File: src/hw/rtl/szl_pkg.sv
// szl_pkg: shared constants, codes and types of the sample zone lookup
// used by every module of the block except szl_ram; no dependencies
`default_nettype none

package szl_pkg;

    localparam int PRESET_DEPTH = 256;
    localparam int BAG_DEPTH    = 1024;
    localparam int GEN_DEPTH    = 4096;
    localparam int INST_DEPTH   = 256;
    localparam int SAMPLE_DEPTH = 1024;

    localparam int PRESET_AW = (PRESET_DEPTH > 1) ? $clog2(PRESET_DEPTH) : 1;
    localparam int BAG_AW    = (BAG_DEPTH > 1) ? $clog2(BAG_DEPTH) : 1;
    localparam int GEN_AW    = (GEN_DEPTH > 1) ? $clog2(GEN_DEPTH) : 1;
    localparam int INST_AW   = (INST_DEPTH > 1) ? $clog2(INST_DEPTH) : 1;
    localparam int SAMPLE_AW = (SAMPLE_DEPTH > 1) ? $clog2(SAMPLE_DEPTH) : 1;

    localparam int APB_AW = 5;

    localparam logic [15:0] GEN_INSTRUMENT  = 16'd41;
    localparam logic [15:0] GEN_KEY_RANGE   = 16'd43;
    localparam logic [15:0] GEN_VEL_RANGE   = 16'd44;
    localparam logic [15:0] GEN_ATTEN       = 16'd48;
    localparam logic [15:0] GEN_SAMPLE_ID   = 16'd53;
    localparam logic [15:0] GEN_SAMPLE_MODE = 16'd54;
    localparam logic [15:0] GEN_ROOT_KEY    = 16'd58;

    localparam logic [15:0] MODE_LOOP       = 16'd1;
    localparam logic [15:0] MODE_LOOP_REL   = 16'd3;
    localparam logic [15:0] ROOT_NONE       = 16'hFFFF;
    localparam logic [15:0] ROOT_DEFAULT    = 16'd60;
    localparam logic [7:0]  RANGE_MAX       = 8'd127;
    localparam logic [7:0]  PITCH_MASK      = 8'hFF;

    typedef enum logic [2:0] {
        OP_PRESET     = 3'd0,
        OP_PBAG       = 3'd1,
        OP_PGEN       = 3'd2,
        OP_INSTRUMENT = 3'd3,
        OP_IBAG       = 3'd4,
        OP_IGEN       = 3'd5,
        OP_PITCH      = 3'd6,
        OP_QUERY      = 3'd7
    } t_opcode;

    typedef enum logic [2:0] {
        REG_PRESET_COUNT     = 3'd0,
        REG_PRESET_BAG_COUNT = 3'd1,
        REG_INST_COUNT       = 3'd2,
        REG_INST_BAG_COUNT   = 3'd3,
        REG_SAMPLE_COUNT     = 3'd4
    } t_reg_idx;

    typedef enum logic [4:0] {
        ST_IDLE, ST_P_RD, ST_P_CMP, ST_PE_RD, ST_PE_USE,
        ST_PB_RD, ST_PB_RD2, ST_PB_USE, ST_PG_RD, ST_PG_USE, ST_PZ_EVAL,
        ST_I_RD, ST_I_RD2, ST_I_USE,
        ST_IB_RD, ST_IB_RD2, ST_IB_USE, ST_IG_RD, ST_IG_USE, ST_IZ_EVAL,
        ST_S_RD, ST_S_USE
    } t_state;

    typedef enum logic [4:0] {
        CMD_NONE, CMD_LOAD, CMD_START, CMD_MISS, CMD_HIT,
        CMD_P_RD, CMD_P_NEXT, CMD_P_HIT, CMD_PE_RD, CMD_PE_USE,
        CMD_PB_RD, CMD_PB_RD2, CMD_PB_USE, CMD_PG_RD, CMD_PG_USE, CMD_PZ_EVAL,
        CMD_B_NEXT, CMD_I_RD, CMD_I_RD2, CMD_I_USE,
        CMD_IB_RD, CMD_IB_RD2, CMD_IB_USE, CMD_IG_RD, CMD_IG_USE, CMD_IZ_EVAL,
        CMD_S_RD
    } t_cmd;

    typedef struct packed {
        logic out_valid;
        logic p_over;
        logic p_match;
        logic p_last;
        logic pb_over;
        logic pg_over;
        logic pz_take;
        logic ib_over;
        logic ig_over;
        logic iz_take;
    } t_status;

endpackage

`default_nettype wire

File: src/hw/rtl/szl_ctrl.sv
// szl_ctrl: sequencer of the zone lookup, issues one command per cycle
// depends on szl_pkg
`default_nettype none

module szl_ctrl (
    input  wire logic            i_clk,
    input  wire logic            i_rst_n,
    input  wire logic            i_valid,
    input  wire logic            i_is_query,
    output logic                 o_ready,
    input  wire szl_pkg::t_status i_status,
    output szl_pkg::t_cmd        o_cmd
);

    szl_pkg::t_state r_state, n_state;

    always_ff @(posedge i_clk) begin
        if (!i_rst_n) begin
            r_state <= szl_pkg::ST_IDLE;
        end else begin
            r_state <= n_state;
        end
    end

    always_comb begin
        n_state = r_state;
        o_cmd   = szl_pkg::CMD_NONE;
        o_ready = 1'b0;
        case (r_state)
            szl_pkg::ST_IDLE: begin
                o_ready = !i_status.out_valid || !i_is_query;
                if (i_valid && o_ready) begin
                    if (i_is_query) begin
                        o_cmd   = szl_pkg::CMD_START;
                        n_state = szl_pkg::ST_P_RD;
                    end else begin
                        o_cmd = szl_pkg::CMD_LOAD;
                    end
                end
            end
            szl_pkg::ST_P_RD: begin
                if (i_status.p_over) begin
                    o_cmd   = szl_pkg::CMD_MISS;
                    n_state = szl_pkg::ST_IDLE;
                end else begin
                    o_cmd   = szl_pkg::CMD_P_RD;
                    n_state = szl_pkg::ST_P_CMP;
                end
            end
            szl_pkg::ST_P_CMP: begin
                if (i_status.p_match && i_status.p_last) begin
                    o_cmd   = szl_pkg::CMD_MISS;
                    n_state = szl_pkg::ST_IDLE;
                end else if (i_status.p_match) begin
                    o_cmd   = szl_pkg::CMD_P_HIT;
                    n_state = szl_pkg::ST_PE_RD;
                end else begin
                    o_cmd   = szl_pkg::CMD_P_NEXT;
                    n_state = szl_pkg::ST_P_RD;
                end
            end
            szl_pkg::ST_PE_RD: begin
                o_cmd   = szl_pkg::CMD_PE_RD;
                n_state = szl_pkg::ST_PE_USE;
            end
            szl_pkg::ST_PE_USE: begin
                o_cmd   = szl_pkg::CMD_PE_USE;
                n_state = szl_pkg::ST_PB_RD;
            end
            szl_pkg::ST_PB_RD: begin
                if (i_status.pb_over) begin
                    o_cmd   = szl_pkg::CMD_MISS;
                    n_state = szl_pkg::ST_IDLE;
                end else begin
                    o_cmd   = szl_pkg::CMD_PB_RD;
                    n_state = szl_pkg::ST_PB_RD2;
                end
            end
            szl_pkg::ST_PB_RD2: begin
                o_cmd   = szl_pkg::CMD_PB_RD2;
                n_state = szl_pkg::ST_PB_USE;
            end
            szl_pkg::ST_PB_USE: begin
                o_cmd   = szl_pkg::CMD_PB_USE;
                n_state = szl_pkg::ST_PG_RD;
            end
            szl_pkg::ST_PG_RD: begin
                if (i_status.pg_over) begin
                    n_state = szl_pkg::ST_PZ_EVAL;
                end else begin
                    o_cmd   = szl_pkg::CMD_PG_RD;
                    n_state = szl_pkg::ST_PG_USE;
                end
            end
            szl_pkg::ST_PG_USE: begin
                o_cmd   = szl_pkg::CMD_PG_USE;
                n_state = szl_pkg::ST_PG_RD;
            end
            szl_pkg::ST_PZ_EVAL: begin
                o_cmd   = szl_pkg::CMD_PZ_EVAL;
                n_state = i_status.pz_take ? szl_pkg::ST_I_RD : szl_pkg::ST_PB_RD;
            end
            szl_pkg::ST_I_RD: begin
                o_cmd   = szl_pkg::CMD_I_RD;
                n_state = szl_pkg::ST_I_RD2;
            end
            szl_pkg::ST_I_RD2: begin
                o_cmd   = szl_pkg::CMD_I_RD2;
                n_state = szl_pkg::ST_I_USE;
            end
            szl_pkg::ST_I_USE: begin
                o_cmd   = szl_pkg::CMD_I_USE;
                n_state = szl_pkg::ST_IB_RD;
            end
            szl_pkg::ST_IB_RD: begin
                if (i_status.ib_over) begin
                    o_cmd   = szl_pkg::CMD_B_NEXT;
                    n_state = szl_pkg::ST_PB_RD;
                end else begin
                    o_cmd   = szl_pkg::CMD_IB_RD;
                    n_state = szl_pkg::ST_IB_RD2;
                end
            end
            szl_pkg::ST_IB_RD2: begin
                o_cmd   = szl_pkg::CMD_IB_RD2;
                n_state = szl_pkg::ST_IB_USE;
            end
            szl_pkg::ST_IB_USE: begin
                o_cmd   = szl_pkg::CMD_IB_USE;
                n_state = szl_pkg::ST_IG_RD;
            end
            szl_pkg::ST_IG_RD: begin
                if (i_status.ig_over) begin
                    n_state = szl_pkg::ST_IZ_EVAL;
                end else begin
                    o_cmd   = szl_pkg::CMD_IG_RD;
                    n_state = szl_pkg::ST_IG_USE;
                end
            end
            szl_pkg::ST_IG_USE: begin
                o_cmd   = szl_pkg::CMD_IG_USE;
                n_state = szl_pkg::ST_IG_RD;
            end
            szl_pkg::ST_IZ_EVAL: begin
                o_cmd   = szl_pkg::CMD_IZ_EVAL;
                n_state = i_status.iz_take ? szl_pkg::ST_S_RD : szl_pkg::ST_IB_RD;
            end
            szl_pkg::ST_S_RD: begin
                o_cmd   = szl_pkg::CMD_S_RD;
                n_state = szl_pkg::ST_S_USE;
            end
            szl_pkg::ST_S_USE: begin
                o_cmd   = szl_pkg::CMD_HIT;
                n_state = szl_pkg::ST_IDLE;
            end
            default: begin
                n_state = szl_pkg::ST_IDLE;
            end
        endcase
    end

endmodule

`default_nettype wire

File: config.mk
export PLATFORM = sky130hd
export DESIGN_NAME = szl_ctrl
export DESIGN_NICKNAME = d
export VERILOG_FILES = /design/src/hw/rtl/szl_pkg.sv /design/src/hw/rtl/szl_ctrl.sv
export SDC_FILE = /design/constraint.sdc
export NUM_CORES = 1
export LEC_CHECK = 0
export ABC_AREA = 1
export BUFFER_PORTS_ARGS = -buffer_cell sky130_fd_sc_hd__buf_4
export CORE_ASPECT_RATIO = 1.2
export CORE_MARGIN = 3
export CORE_UTILIZATION = 38
export DETAILED_ROUTE_END_ITERATION = 16
export GPL_TIMING_DRIVEN = 0
export PLACE_DENSITY = 0.72
export SETUP_SLACK_MARGIN = 0.15
export SYNTH_ARGS = -nofsm -noshare
export SYNTH_HDL_FRONTEND = slang
export SYNTH_SLANG_ARGS = --single-unit
File: constraint.sdc
create_clock -name i_clk -period 1.2 [get_ports i_clk]
set_clock_uncertainty 0.15 [all_clocks]
set_input_delay 0.06 -clock i_clk [delete_from_list [all_inputs] [get_ports i_clk]]
set_output_delay 0.06 -clock i_clk [all_outputs]
set_load 0.02 [all_outputs]
; Word-level counts from Yosys, hierarchy flattened
; Cells that the tools add are included.
[totals]
ff_bits = 5
inputBits = 14
elab_cells = 56
output_inout_bits = 6
[classes]
eq_ne = 23
n_mux = 23
n_reduce_logical = 9
[ops]
columns = operator, n
row1 = $pmux 5 s22, 1
row2 = $pmux 5 s19, 1
row3 = $eq 5x4->1 const B, 8
row4 = $eq 5x5->1 const B, 6
row5 = $eq 5x3->1 const B, 4
row6 = $mux 5, 4
row7 = $mux 4, 4
row8 = $mux 2, 6
row9 = $mux 3, 4
row10 = $eq 5x2->1 const B, 2
row11 = $eq 5x1->1 const B, 1
row12 = $logic_not 5->1, 1
row13 = $ne 2x2->1 const B, 2
row14 = $reduce_or 2->1, 2
row15 = $mux 1, 3
row16 = $logic_and 1x1->1, 2
row17 = $logic_not 1->1, 2
row18 = $reduce_and 2->1, 1
row19 = $logic_or 1x1->1, 1

; Longest topological paths before layout
; Gate-level depths: netlist (run 1).
[depth]
ltp_word = 5
mapped_depth = 9
mapped_depth_nobuf = 9

; Least setup slack after synthesis (run 1)
; Ideal clock, no wire load.
[synth_timing]
path_type = register -> output
startpoint = reg r_state[4]
endpoint = out o_cmd[4]
path_buffers = 1
stages_incl_launch_ff = 7
required_ps = 990
setup_slack_ps = -198
arrival_time_ps = 1188
path_cell_list = dfxtp_1 buf_4 inv_1 nor2_2 o211ai_1 and3_1 nand3b_1
[synth_between]
elab_chain_len = 2
elab_cells_between_ends = 23
cone_classes = 21 x eq/ne / 1 x mux / 1 x reduce/logical
[synth_lines]
columns = item, line_no
row1 = from (decl), szl_ctrl.sv:15  ; szl_pkg::t_state r_state, n_state;
row2 = from (signal assigned), szl_ctrl.sv:19  ; r_state <= szl_pkg::ST_IDLE;
row3 = from (signal assigned), szl_ctrl.sv:21  ; r_state <= n_state;
row4 = "$eq 5x5->1, or another cell as far along", szl_ctrl.sv:29  ; case (r_state)
row5 = $pmux 5 s22 (*), szl_ctrl.sv:29
row6 = to (decl), szl_ctrl.sv:12  ; output szl_pkg::t_cmd o_cmd
; Every way passes the cells marked *; elsewhere a longest branch is shown, timed or not.

; Worst setup path in the final report (run 1)
[layout_timing]
startpoint = reg r_state[4]
endpoint = out o_cmd[1]
; The elaborated chain is that of the path after synthesis.

==> results of run 1 <==
synthesized netlist by cell type:
library cell / count
nand2_1: 43
buf_4: 2
nor2_4: 4
inv_1: 18
o211ai_1: 2
nand3b_1: 2
nand3_2: 2
a21boi_0: 1
nor2_1: 34
a31oi_1: 2
dfxtp_1: 5
and3_1: 1
nand3_1: 15
a21oi_1: 4
nor2_2: 3
inv_2: 5
o21ai_0: 6
nand4_1: 5
stage by stage:
stage | setup TNS [ns] | total power (W) | hold WS (ns) | instance area (µm²)
after CTS | -4.25 | 0.000622 | 0.00604 | 1200
final | -4.60 | 0.000641 | 0.0137 | 1350
after detailed placement | -2.60 | 0.000383 | 0.111 | 992
after floorplan | -0.533 | 0.000297 | 0.00759 | 826
after global routing | -5.49 | 0.000682 | 0.0322 | 1350
after global placement | -2.58 | 0.000381 | 0.109 | 992
where the power goes:
| part | switching, W | total [W] | leakage [nW] | internal [W] |
|---|---|---|---|---|
| clock | 0.0000652 | 0.000191 | 0.0150 | 0.000125 |
| combinational | 0.000145 | 0.000275 | 0.691 | 0.000129 |
| sequential | 0.00000868 | 0.000176 | 0.0438 | 0.000167 |
what timing repair did:
item / CTS / global route
pin swaps: 11 / 19
hold buffers: 1 / 0
endpoints found under the setup margin: 11 / 11
hold endpoints to repair: 5 / 0
gates resized for setup: 24 / 26
buffers inserted: 11 / 9
cloned: 0 / 0
final timing paths:
| kind | from | to | slack (ns) | cells past startpoint |
|---|---|---|---|---|
| setup / recovery | r_state[4] | o_cmd[1] | -0.58 | 9 |
| hold / removal | i_status[0] | r_state[4] | 0.01 | 3 |
| setup reg to reg | r_state[4] | r_state[0] | -0.45 | 9 |
| hold reg to reg | r_state[3] | r_state[4] | 0.54 | 3 |
cell type report:
| type | count | area [µm²] |
|---|---|---|
| Buffer | 2 | 26.3 |
| Tap cell | 19 | 23.8 |
| Timing Repair Buffer | 40 | 358 |
| Sequential cell | 5 | 114 |
| Fill cell | 166 | 542 |
| Inverter | 23 | 93.8 |
| Clock buffer | 4 | 26.3 |
| Multi-Input combinational cell | 124 | 709 |
worst max-delay path: stages (launching register included):
cell     delay [ns]
dfxtp_2        0.31
buf_6          0.13
nor2_4         0.21
buf_6          0.14
buf_6          0.09
nand3_4        0.10
nand3_2        0.09
nor2_2         0.04
nand4_1        0.07
buf_4          0.15
metal layers:
metal	vias to the layer above	global-route usage
met5	-	0
met4	0	0.0654
met3	6	0.0227
met2	63	0.379
met1	514	0.313
li1	585	-
cells by family after synthesis:
logic type	synth area share
and+or+nand+nor	0.636
DFF	0.127
buffers and inverters	0.129
AOI/OAI and AO/OA	0.108
==> results.sh, run 1 <==
export IMPL_status="complete, but fails checks"
export IMPL_violations="setup timing"
export IMPL_dr_pass1_iters=4
export IMPL_irDropWorstVdd_uv=558
export IMPL_area_delta_synth_final_pct=71.7
export IMPL_rsz0062_at_grt="true"
export IMPL_cap_viol_max_count=0
export IMPL_top_regs="r_state: 5 flops"
export IMPL_synth_seq_cells=5
export IMPL_cts_tree="done"
export IMPL_antenna_found_initial=0
export IMPL_fin_crit_sh=1.48
export IMPL_hold_viol_final=0
export IMPL_critPathCaptureType="output pin"
export IMPL_synth_nets=168
export IMPL_ant_nets=0
export IMPL_grt_pass1_vias=1076
export IMPL_period_needed_ns=1.78
export IMPL_wl_met2_um=1530
export IMPL_dp_hpwl_um=2050
export IMPL_tightest_slew_ns=0.327
export IMPL_final_cell_mix="nand2_1 (36), buf_4 (29), nor2_1 (22)"
export IMPL_fp_dieH_um=55.9
export IMPL_synthDominantCellAreaShare=0.205
export IMPL_crit_path_max_fanout=7
export IMPL_die_area_um2=2660
export IMPL_synth_seq_area_share=0.127
export IMPL_final_util=0.714
export IMPL_clock_latency_ns=0.24
export IMPL_max_freq_ghz=0.563
export IMPL_cts_path_max_buffers=2
export IMPL_hp_class="in -> reg"
export IMPL_grt_max_degree=11
export IMPL_finalWorstSetupSlack_ns=-0.575
export IMPL_die_width_um=47.5
export IMPL_synth_area_top_cells="nand2_1 (21%), nor2_1 (16%), dfxtp_1 (13%)"
export IMPL_fin_nets=213
export IMPL_dr_wl_met3_um=168
export IMPL_clkTransAtPathRegs_ns=0.04
export IMPL_required_ns=0.99
export IMPL_clock_sinks=5
export IMPL_synth_cell_types=18
export IMPL_grt_use_total=0.233
export IMPL_synth_warnings=0
export IMPL_vias=1168
export IMPL_n_antenna_cell=0
export IMPL_regMostFlops="r_state"
export IMPL_routabilityCongestion=0.885
export IMPL_wire_per_inst_um=13.5
export IMPL_final_setup_viol_count=11
export IMPL_core_area_um2=1890
export IMPL_worst_ep_arrival_time_ns=1.57
export IMPL_drt_total_wl_um=2920
export IMPL_slew_violations=0
export IMPL_syn_cell_area_um2=787
export IMPL_overflow=0
export IMPL_dr_first_iter_drc_count=44
export IMPL_largest_reg_flops=5
export IMPL_drive_gt1_frac=0.475
export IMPL_final_common_cell="nand2_1"
export IMPL_power_leakage_nw=0.750
export IMPL_portBuffers=19
export IMPL_cts_buffers=3
export IMPL_layout_cells_non_filler=217
export IMPL_pwr_density_cell_nw_per_um2=474
export IMPL_max_slew_margin=0.781
export IMPL_top_layer="met4"
export IMPL_root_buffer="clkbuf_4"
export IMPL_worstSetupStartpointType="flop"
export IMPL_start_util=0.416
export IMPL_vias_per_cell=5.38
export IMPL_yosysTopAreaCell="nand2_1"
export IMPL_met1_length_um=1190
export IMPL_grt_first_pass_wirelength_um=4660
export IMPL_syn_instance_count=154
export IMPL_place_ws_ns=-0.358
export IMPL_placedCellCount=192
export IMPL_drc=0
export IMPL_std_cell_rows=17
export IMPL_io_pins=20
export IMPL_syn_mean_instance_area_um2=5.11
export IMPL_critical_path_class="reg -> out"
export IMPL_htreeDepth=1
Note: power is estimated with default switching activity, not from simulation.
==> run 2: changes to the inputs <==
--- a/config.mk
+++ b/config.mk
@@ -7,13 +7,14 @@
 export LEC_CHECK = 0
 export ABC_AREA = 1
 export BUFFER_PORTS_ARGS = -buffer_cell sky130_fd_sc_hd__buf_4
-export CORE_ASPECT_RATIO = 1.2
+export CORE_ASPECT_RATIO = 1.4
 export CORE_MARGIN = 3
 export CORE_UTILIZATION = 38
 export DETAILED_ROUTE_END_ITERATION = 16
 export GPL_TIMING_DRIVEN = 0
 export PLACE_DENSITY = 0.72
 export SETUP_SLACK_MARGIN = 0.15
+export SKIP_LAST_GASP = 1
 export SYNTH_ARGS = -nofsm -noshare
 export SYNTH_HDL_FRONTEND = slang
 export SYNTH_SLANG_ARGS = --single-unit
==> run 2 against run 1 <==
Net effect:
- the run still ends with setup timing left
- sequential power about the same
- global-route usage down 1.9 points
- clock power up 6%
- die area up 0.20%
- power up 0.26%
- sequential share of layout area up 0.36 points
- hold slack better by 0.049 ns
- largest cell class unchanged
- first-iteration DRC count up 18%
- wire length up 3.3%
- final area down 1.9%
- critical endpoint is now o_cmd[3]
==> results.sh, run 2 (synthesis results as in run 1) <==
export IMPL_drive_gt1_frac=0.454
export IMPL_seqPwrFrac=0.272
export IMPL_r2r_setup_slack_ns=-0.40
export IMPL_p_clk_frac=0.316
export IMPL_wire_per_inst_um=14.1
export IMPL_finalWorstSetupSlack_ns=-0.603
export IMPL_vias_per_cell=5.51
export IMPL_share_comb_of_total_power=0.411
export IMPL_max_freq_ghz=0.554
export IMPL_grt_first_pass_wirelength_um=4350
export IMPL_tightest_slew_ns=0.325
export IMPL_critical_path_class="reg -> out"
export IMPL_irDropWorstVdd_uv=472
export IMPL_vias=1180
export IMPL_io_pins=20
export IMPL_period_needed_ns=1.80
export IMPL_largest_reg_flops=5
export IMPL_worstSetupStartpointType="flop"
export IMPL_start_util=0.421
export IMPL_die_width_um=44.5
export IMPL_clkTransAtPathRegs_ns=0.05
export IMPL_cap_viol_max_count=0
export IMPL_regMostFlops="r_state"
export IMPL_core_area_um2=1870
export IMPL_htreeDepth=1
export IMPL_crit_path_max_fanout=7
export IMPL_fin_nets=209
export IMPL_gr_max_usage_layer="met2"
export IMPL_hold_viol_final=0
export IMPL_switchingPower_w=0.000229
export IMPL_slew_violations=0
export IMPL_fin_crit_sh=1.50
export IMPL_root_buffer="clkbuf_4"
export IMPL_final_setup_viol_count=11
export IMPL_portBuffers=19
export IMPL_dp_hpwl_um=1970
export IMPL_cts_buffers=3
export IMPL_fp_dieH_um=59.8
export IMPL_area_delta_synth_final_pct=68.4
export IMPL_clock_latency_ns=0.25
export IMPL_die_area_um2=2660
export IMPL_p_sw_frac=0.356
export IMPL_std_cell_rows=18
export IMPL_routabilityCongestion=0.939
export IMPL_pwr_density_cell_nw_per_um2=485
export IMPL_power_total_w=0.000643
export IMPL_n_antenna_cell=0
export IMPL_required_ns=0.99
export IMPL_drc=0
export IMPL_cts_path_max_buffers=2
export IMPL_violations="setup timing"
export IMPL_grt_pass1_vias=1106
export IMPL_use_met2=0.384
export IMPL_antenna_found_initial=0
export IMPL_clock_sinks=5
export IMPL_top_regs="r_state: 5 flops"
export IMPL_dr_first_iter_drc_count=52
export IMPL_tns_ns=-4.42
export IMPL_rsz0062_at_grt="true"
export IMPL_power_leakage_nw=0.731
export IMPL_final_common_cell="nand2_1"
export IMPL_placed_area_um2=993
export IMPL_grt_max_degree=8
export IMPL_worst_ep_arrival_time_ns=1.59
export IMPL_p_int_w=0.000414
export IMPL_cts_tree="done"
export IMPL_placedCellCount=193
export IMPL_max_slew_margin=0.782
export IMPL_overflow=0
export IMPL_layout_cells_non_filler=214
export IMPL_final_cell_mix="nand2_1 (33), buf_4 (27), nor2_1 (24)"
export IMPL_grt_util_met3=0.0482
export IMPL_drt_total_wl_um=3020
export IMPL_hp_class="in -> reg"
export IMPL_ant_nets=0
export IMPL_met1_usage=0.212
export IMPL_dr_pass1_iters=4
export IMPL_design_area_um2=1330
export IMPL_critPathCaptureType="output pin"
export IMPL_status="complete, but fails checks"
export IMPL_grt_use_total=0.214
[run 2: cell count changes in the layout (fill, tap and decap cells not counted), moves of 2 or more]
cell,delta
nand2_2,+4
nor2_2,-5
nor2_1,+2
nor2_4,+3
nand2_1,-3
o21ai_1,+2
buf_4,-2
o21ai_2,-2
inv_6,+2
buf_6,-2
[run 2: timing repair]
item,CTS,global route
hold buffers,1,0
resized for setup,26,26
pin swaps,13,21
hold endpoints to repair,3,0
setup endpoints to repair,11,11
buffers inserted,9,7
[run 2: worst max-delay path: stages (launching register included)]
cell	delay (ns)
dfxtp_4	0.38
buf_6	0.14
nor2_4	0.05
nand2_2	0.07
nor2_2	0.05
a21oi_1	0.21
nand3_1	0.11
nand3b_1	0.19
buf_6	0.15
[run 2: metrics by stage]
stage / util / setup WS (ns) / hold slack [ns]
floorplan: - / -0.105 / 0.00759
global placement: 0.531 / -0.430 / 0.105
detailed placement: 0.531 / -0.420 / 0.104
CTS: 0.625 / -0.503 / 0.0110
global route: 0.709 / -0.645 / 0.0764
finish: 0.709 / -0.603 / 0.0625
[run 2: cell type report]
cell class	count	area (µm²)
clock buffer	4	26.3
tap	20	25.0
sequential	5	116
buffer	2	26.3
multi-input combinational	124	709
fill	159	544
timing repair buffer	36	320
inverter	23	101
[run 2: worst paths after layout]
kind | startpoint | end | cells after the start
hold reg to reg | r_state[3] | r_state[0] | 4
hold / removal | i_valid | r_state[0] | 5
setup / recovery | r_state[1] | o_cmd[3] | 8
setup reg to reg | r_state[2] | r_state[0] | 11
[run 2: power by group through the flow]
stage | logic (W) | registers (W) | clock network, W
3_5_place_dp | 0.000202 | 0.000181 | 0
5_1_grt | 0.000283 | 0.000175 | 0.000213
4_1_cts | 0.000226 | 0.000179 | 0.000198
2_1_floorplan | 0.000118 | 0.000180 | 0
3_3_place_gp | 0.000202 | 0.000181 | 0
6_report | 0.000264 | 0.000175 | 0.000203
[run 2: metal layers]
layer  routed length (µm)  vias to the layer above
li1                     -                      573
met1                 1070                      512
met2                 1550                       77
met3                  237                       18
met4                  163                        0
met5                    0                        -
==> run 3: changes to the inputs <==
--- a/config.mk
+++ b/config.mk
@@ -7,12 +7,11 @@
 export LEC_CHECK = 0
 export ABC_AREA = 1
 export BUFFER_PORTS_ARGS = -buffer_cell sky130_fd_sc_hd__buf_4
-export CORE_ASPECT_RATIO = 1.4
 export CORE_MARGIN = 3
-export CORE_UTILIZATION = 38
+export CORE_UTILIZATION = 47
 export DETAILED_ROUTE_END_ITERATION = 16
 export GPL_TIMING_DRIVEN = 0
-export PLACE_DENSITY = 0.72
+export PLACE_DENSITY = 0.77
 export SETUP_SLACK_MARGIN = 0.15
 export SKIP_LAST_GASP = 1
 export SYNTH_ARGS = -nofsm -noshare
==> run 3 against run 2 <==
Net effect:
- the flow still finishes with violations (setup timing)
- utilization rose by 21 points
- worst setup slack lost 0.051 ns
- critical path depth shrank 1
- power increased by 6.8%
- die area shrank 17%
- global-route usage rose by 7.8 points
- via count up 20%
- clock power fell by 4%
- final area up 7.0%
- highest routed layer unchanged
==> results.sh, run 3 (synthesis results as in run 1) <==
export IMPL_status="complete, but fails checks"
export IMPL_violations="setup timing"
export IMPL_largest_reg_flops=5
export IMPL_whs_path_depth=6
export IMPL_final_common_cell="nand2_1"
export IMPL_r2r_end="r_state[1]"
export IMPL_clock_sinks=5
export IMPL_fin_nets=218
export IMPL_fp_dieH_um=46.9
export IMPL_root_buffer="clkbuf_4"
export IMPL_grt_max_degree=8
export IMPL_start_util=0.511
export IMPL_critPathTopFamily="simple AND/OR/NAND/NOR gates"
export IMPL_cts_path_max_buffers=2
export IMPL_worst_ep_arrival_time_ns=1.64
export IMPL_drive_gt1_frac=0.493
export IMPL_crit_path_max_fanout=7
export IMPL_r2r_setup_slack_ns=-0.43
export IMPL_routabilityCongestion=0.910
export IMPL_slew_violations=0
export IMPL_placed_area_um2=988
export IMPL_cp_slowest_cell="dfxtp_2"
export IMPL_finalWorstSetupSlack_ns=-0.655
export IMPL_hold_viol_final=0
export IMPL_worstHoldStart="i_status[3]"
export IMPL_dr_first_iter_drc_count=164
export IMPL_worstSetupStartpointType="flop"
export IMPL_fin_crit_sh=1.55
export IMPL_ant_nets=0
export IMPL_pwr_density_cell_nw_per_um2=484
export IMPL_max_freq_ghz=0.539
export IMPL_io_pins=20
export IMPL_critical_path_class="reg -> out"
export IMPL_dr_pass1_iters=8
export IMPL_core_area_um2=1540
export IMPL_wire_per_inst_um=18.5
export IMPL_max_slew_margin=0.712
export IMPL_final_cell_mix="nand2_1 (33), buf_4 (31), nor2_1 (24)"
export IMPL_critPathCaptureType="output pin"
export IMPL_cpMostUsedCell="nand4_1"
export IMPL_clkTransAtPathRegs_ns=0.04
export IMPL_clock_latency_ns=0.24
export IMPL_grt_use_total=0.291
export IMPL_die_width_um=46.9
export IMPL_std_cell_rows=14
export IMPL_tightest_slew_ns=0.430
export IMPL_final_util=0.920
export IMPL_timing_rr_start="r_state[4]"
export IMPL_overflow=0
export IMPL_cts_tree="done"
export IMPL_slowest_delay_ns=0.31
export IMPL_dp_hpwl_um=1920
export IMPL_irDropWorstVdd_uv=511
export IMPL_n_antenna_cell=0
export IMPL_worstHoldEndpoint="r_state[2]"
export IMPL_path_buf_inv=2
export IMPL_layout_cells_non_filler=219
export IMPL_rsz0062_at_grt="true"
export IMPL_power_leakage_nw=0.788
export IMPL_portBuffers=19
export IMPL_n_fill_cell=59
export IMPL_path_cells="buf_8 > nor2_4 > nand4_1 > o21ai_1 > nor2_1 > nand4_1 > buf_4"
export IMPL_required_ns=0.99
export IMPL_grt_first_pass_wirelength_um=4570
export IMPL_period_needed_ns=1.85
export IMPL_drc=0
export IMPL_final_setup_viol_count=11
export IMPL_vias_per_cell=6.48
export IMPL_regMostFlops="r_state"
export IMPL_grt_pass1_vias=1050
export IMPL_antenna_found_initial=0
export IMPL_cap_viol_max_count=0
export IMPL_design_area_um2=1420
export IMPL_die_area_um2=2200
export IMPL_hp_class="in -> reg"
export IMPL_area_delta_synth_final_pct=80.1
export IMPL_cts_buffers=3
export IMPL_placedCellCount=189
export IMPL_drt_total_wl_um=4040
export IMPL_vias=1419
export IMPL_top_regs="r_state: 5 flops"
export IMPL_htreeDepth=1
export IMPL_ff2ff_path_depth=11
-- run 3: changes by cell type in the layout (fill, tap and decap cells not counted), moves of 2 or more --
cell     delta
buf_6       +5
nand3_1     -3
nor2_2      +2
nand3_2     +2
nor2_4      -2
buf_4       +4
-- run 3: how the worst max path moves through the flow --
| stage | start | to | cells past startpoint |
|---|---|---|---|
| after floorplan | r_state[3] | o_cmd[4] | 6 |
| after global routing | r_state[0] | o_cmd[2] | 6 |
| after global placement | r_state[0] | o_cmd[0] | 8 |
| after detailed placement | r_state[0] | o_cmd[0] | 8 |
| final | r_state[4] | o_cmd[2] | 7 |
| after CTS | r_state[4] | o_cmd[0] | 9 |
-- run 3: area by class of cell --
class	instances	area, µm²	share of cell area
multi-input cells	124	731	0.515
repair buffers	45	397	0.280
flip-flops and latches	5	116	0.0821
inverters	23	101	0.0715
clock buffers	4	26.3	0.0185
plain buffers	2	26.3	0.0185
well taps	16	20.0	0.0141
-- run 3: repair_timing --
item	4_1_cts	5_1_grt
pin swaps	12	13
resized for setup	34	27
setup endpoints to repair	11	11
hold endpoints to repair	5	0
hold buffers	2	0
buffers inserted	14	10
-- run 3: report_power, final --
group / total, W / internal [W] / switching [W]
Sequential: 0.000178 / 0.000166 / 0.0000122
Combinational: 0.000315 / 0.000142 / 0.000172
Clock: 0.000194 / 0.000126 / 0.0000686
Total: 0.000687 / 0.000434 / 0.000253
-- run 3: tightest hold or removal path: stages --
cell and delay (ns):
buf_4 0.08, inv_1 0.04, nand2_1 0.07, nand3_1 0.08, nor2_1 0.09, nor2_1 0.04
-- run 3: metrics by stage --
| stage | setup WS (ns) | hold WS, ns | TNS (ns) | power [W] |
|---|---|---|---|---|
| after floorplan | -0.105 | 0.00759 | -0.533 | 0.000297 |
| after global placement | -0.390 | 0.104 | -2.39 | 0.000382 |
| after detailed placement | -0.370 | 0.103 | -2.34 | 0.000383 |
| after CTS | -0.513 | 0.0525 | -3.84 | 0.000632 |
| after global routing | -0.797 | 0.112 | -5.98 | 0.000731 |
| final | -0.655 | 0.0986 | -5.12 | 0.000687 |
-- run 3: routing by layer --
layer,GRT usage,vias up,share of wire
met4,0.0552,0,0.081
li1,-,594,-
met1,0.352,601,0.34
met5,0,-,0
met3,0.0843,61,0.14
met2,0.512,163,0.44
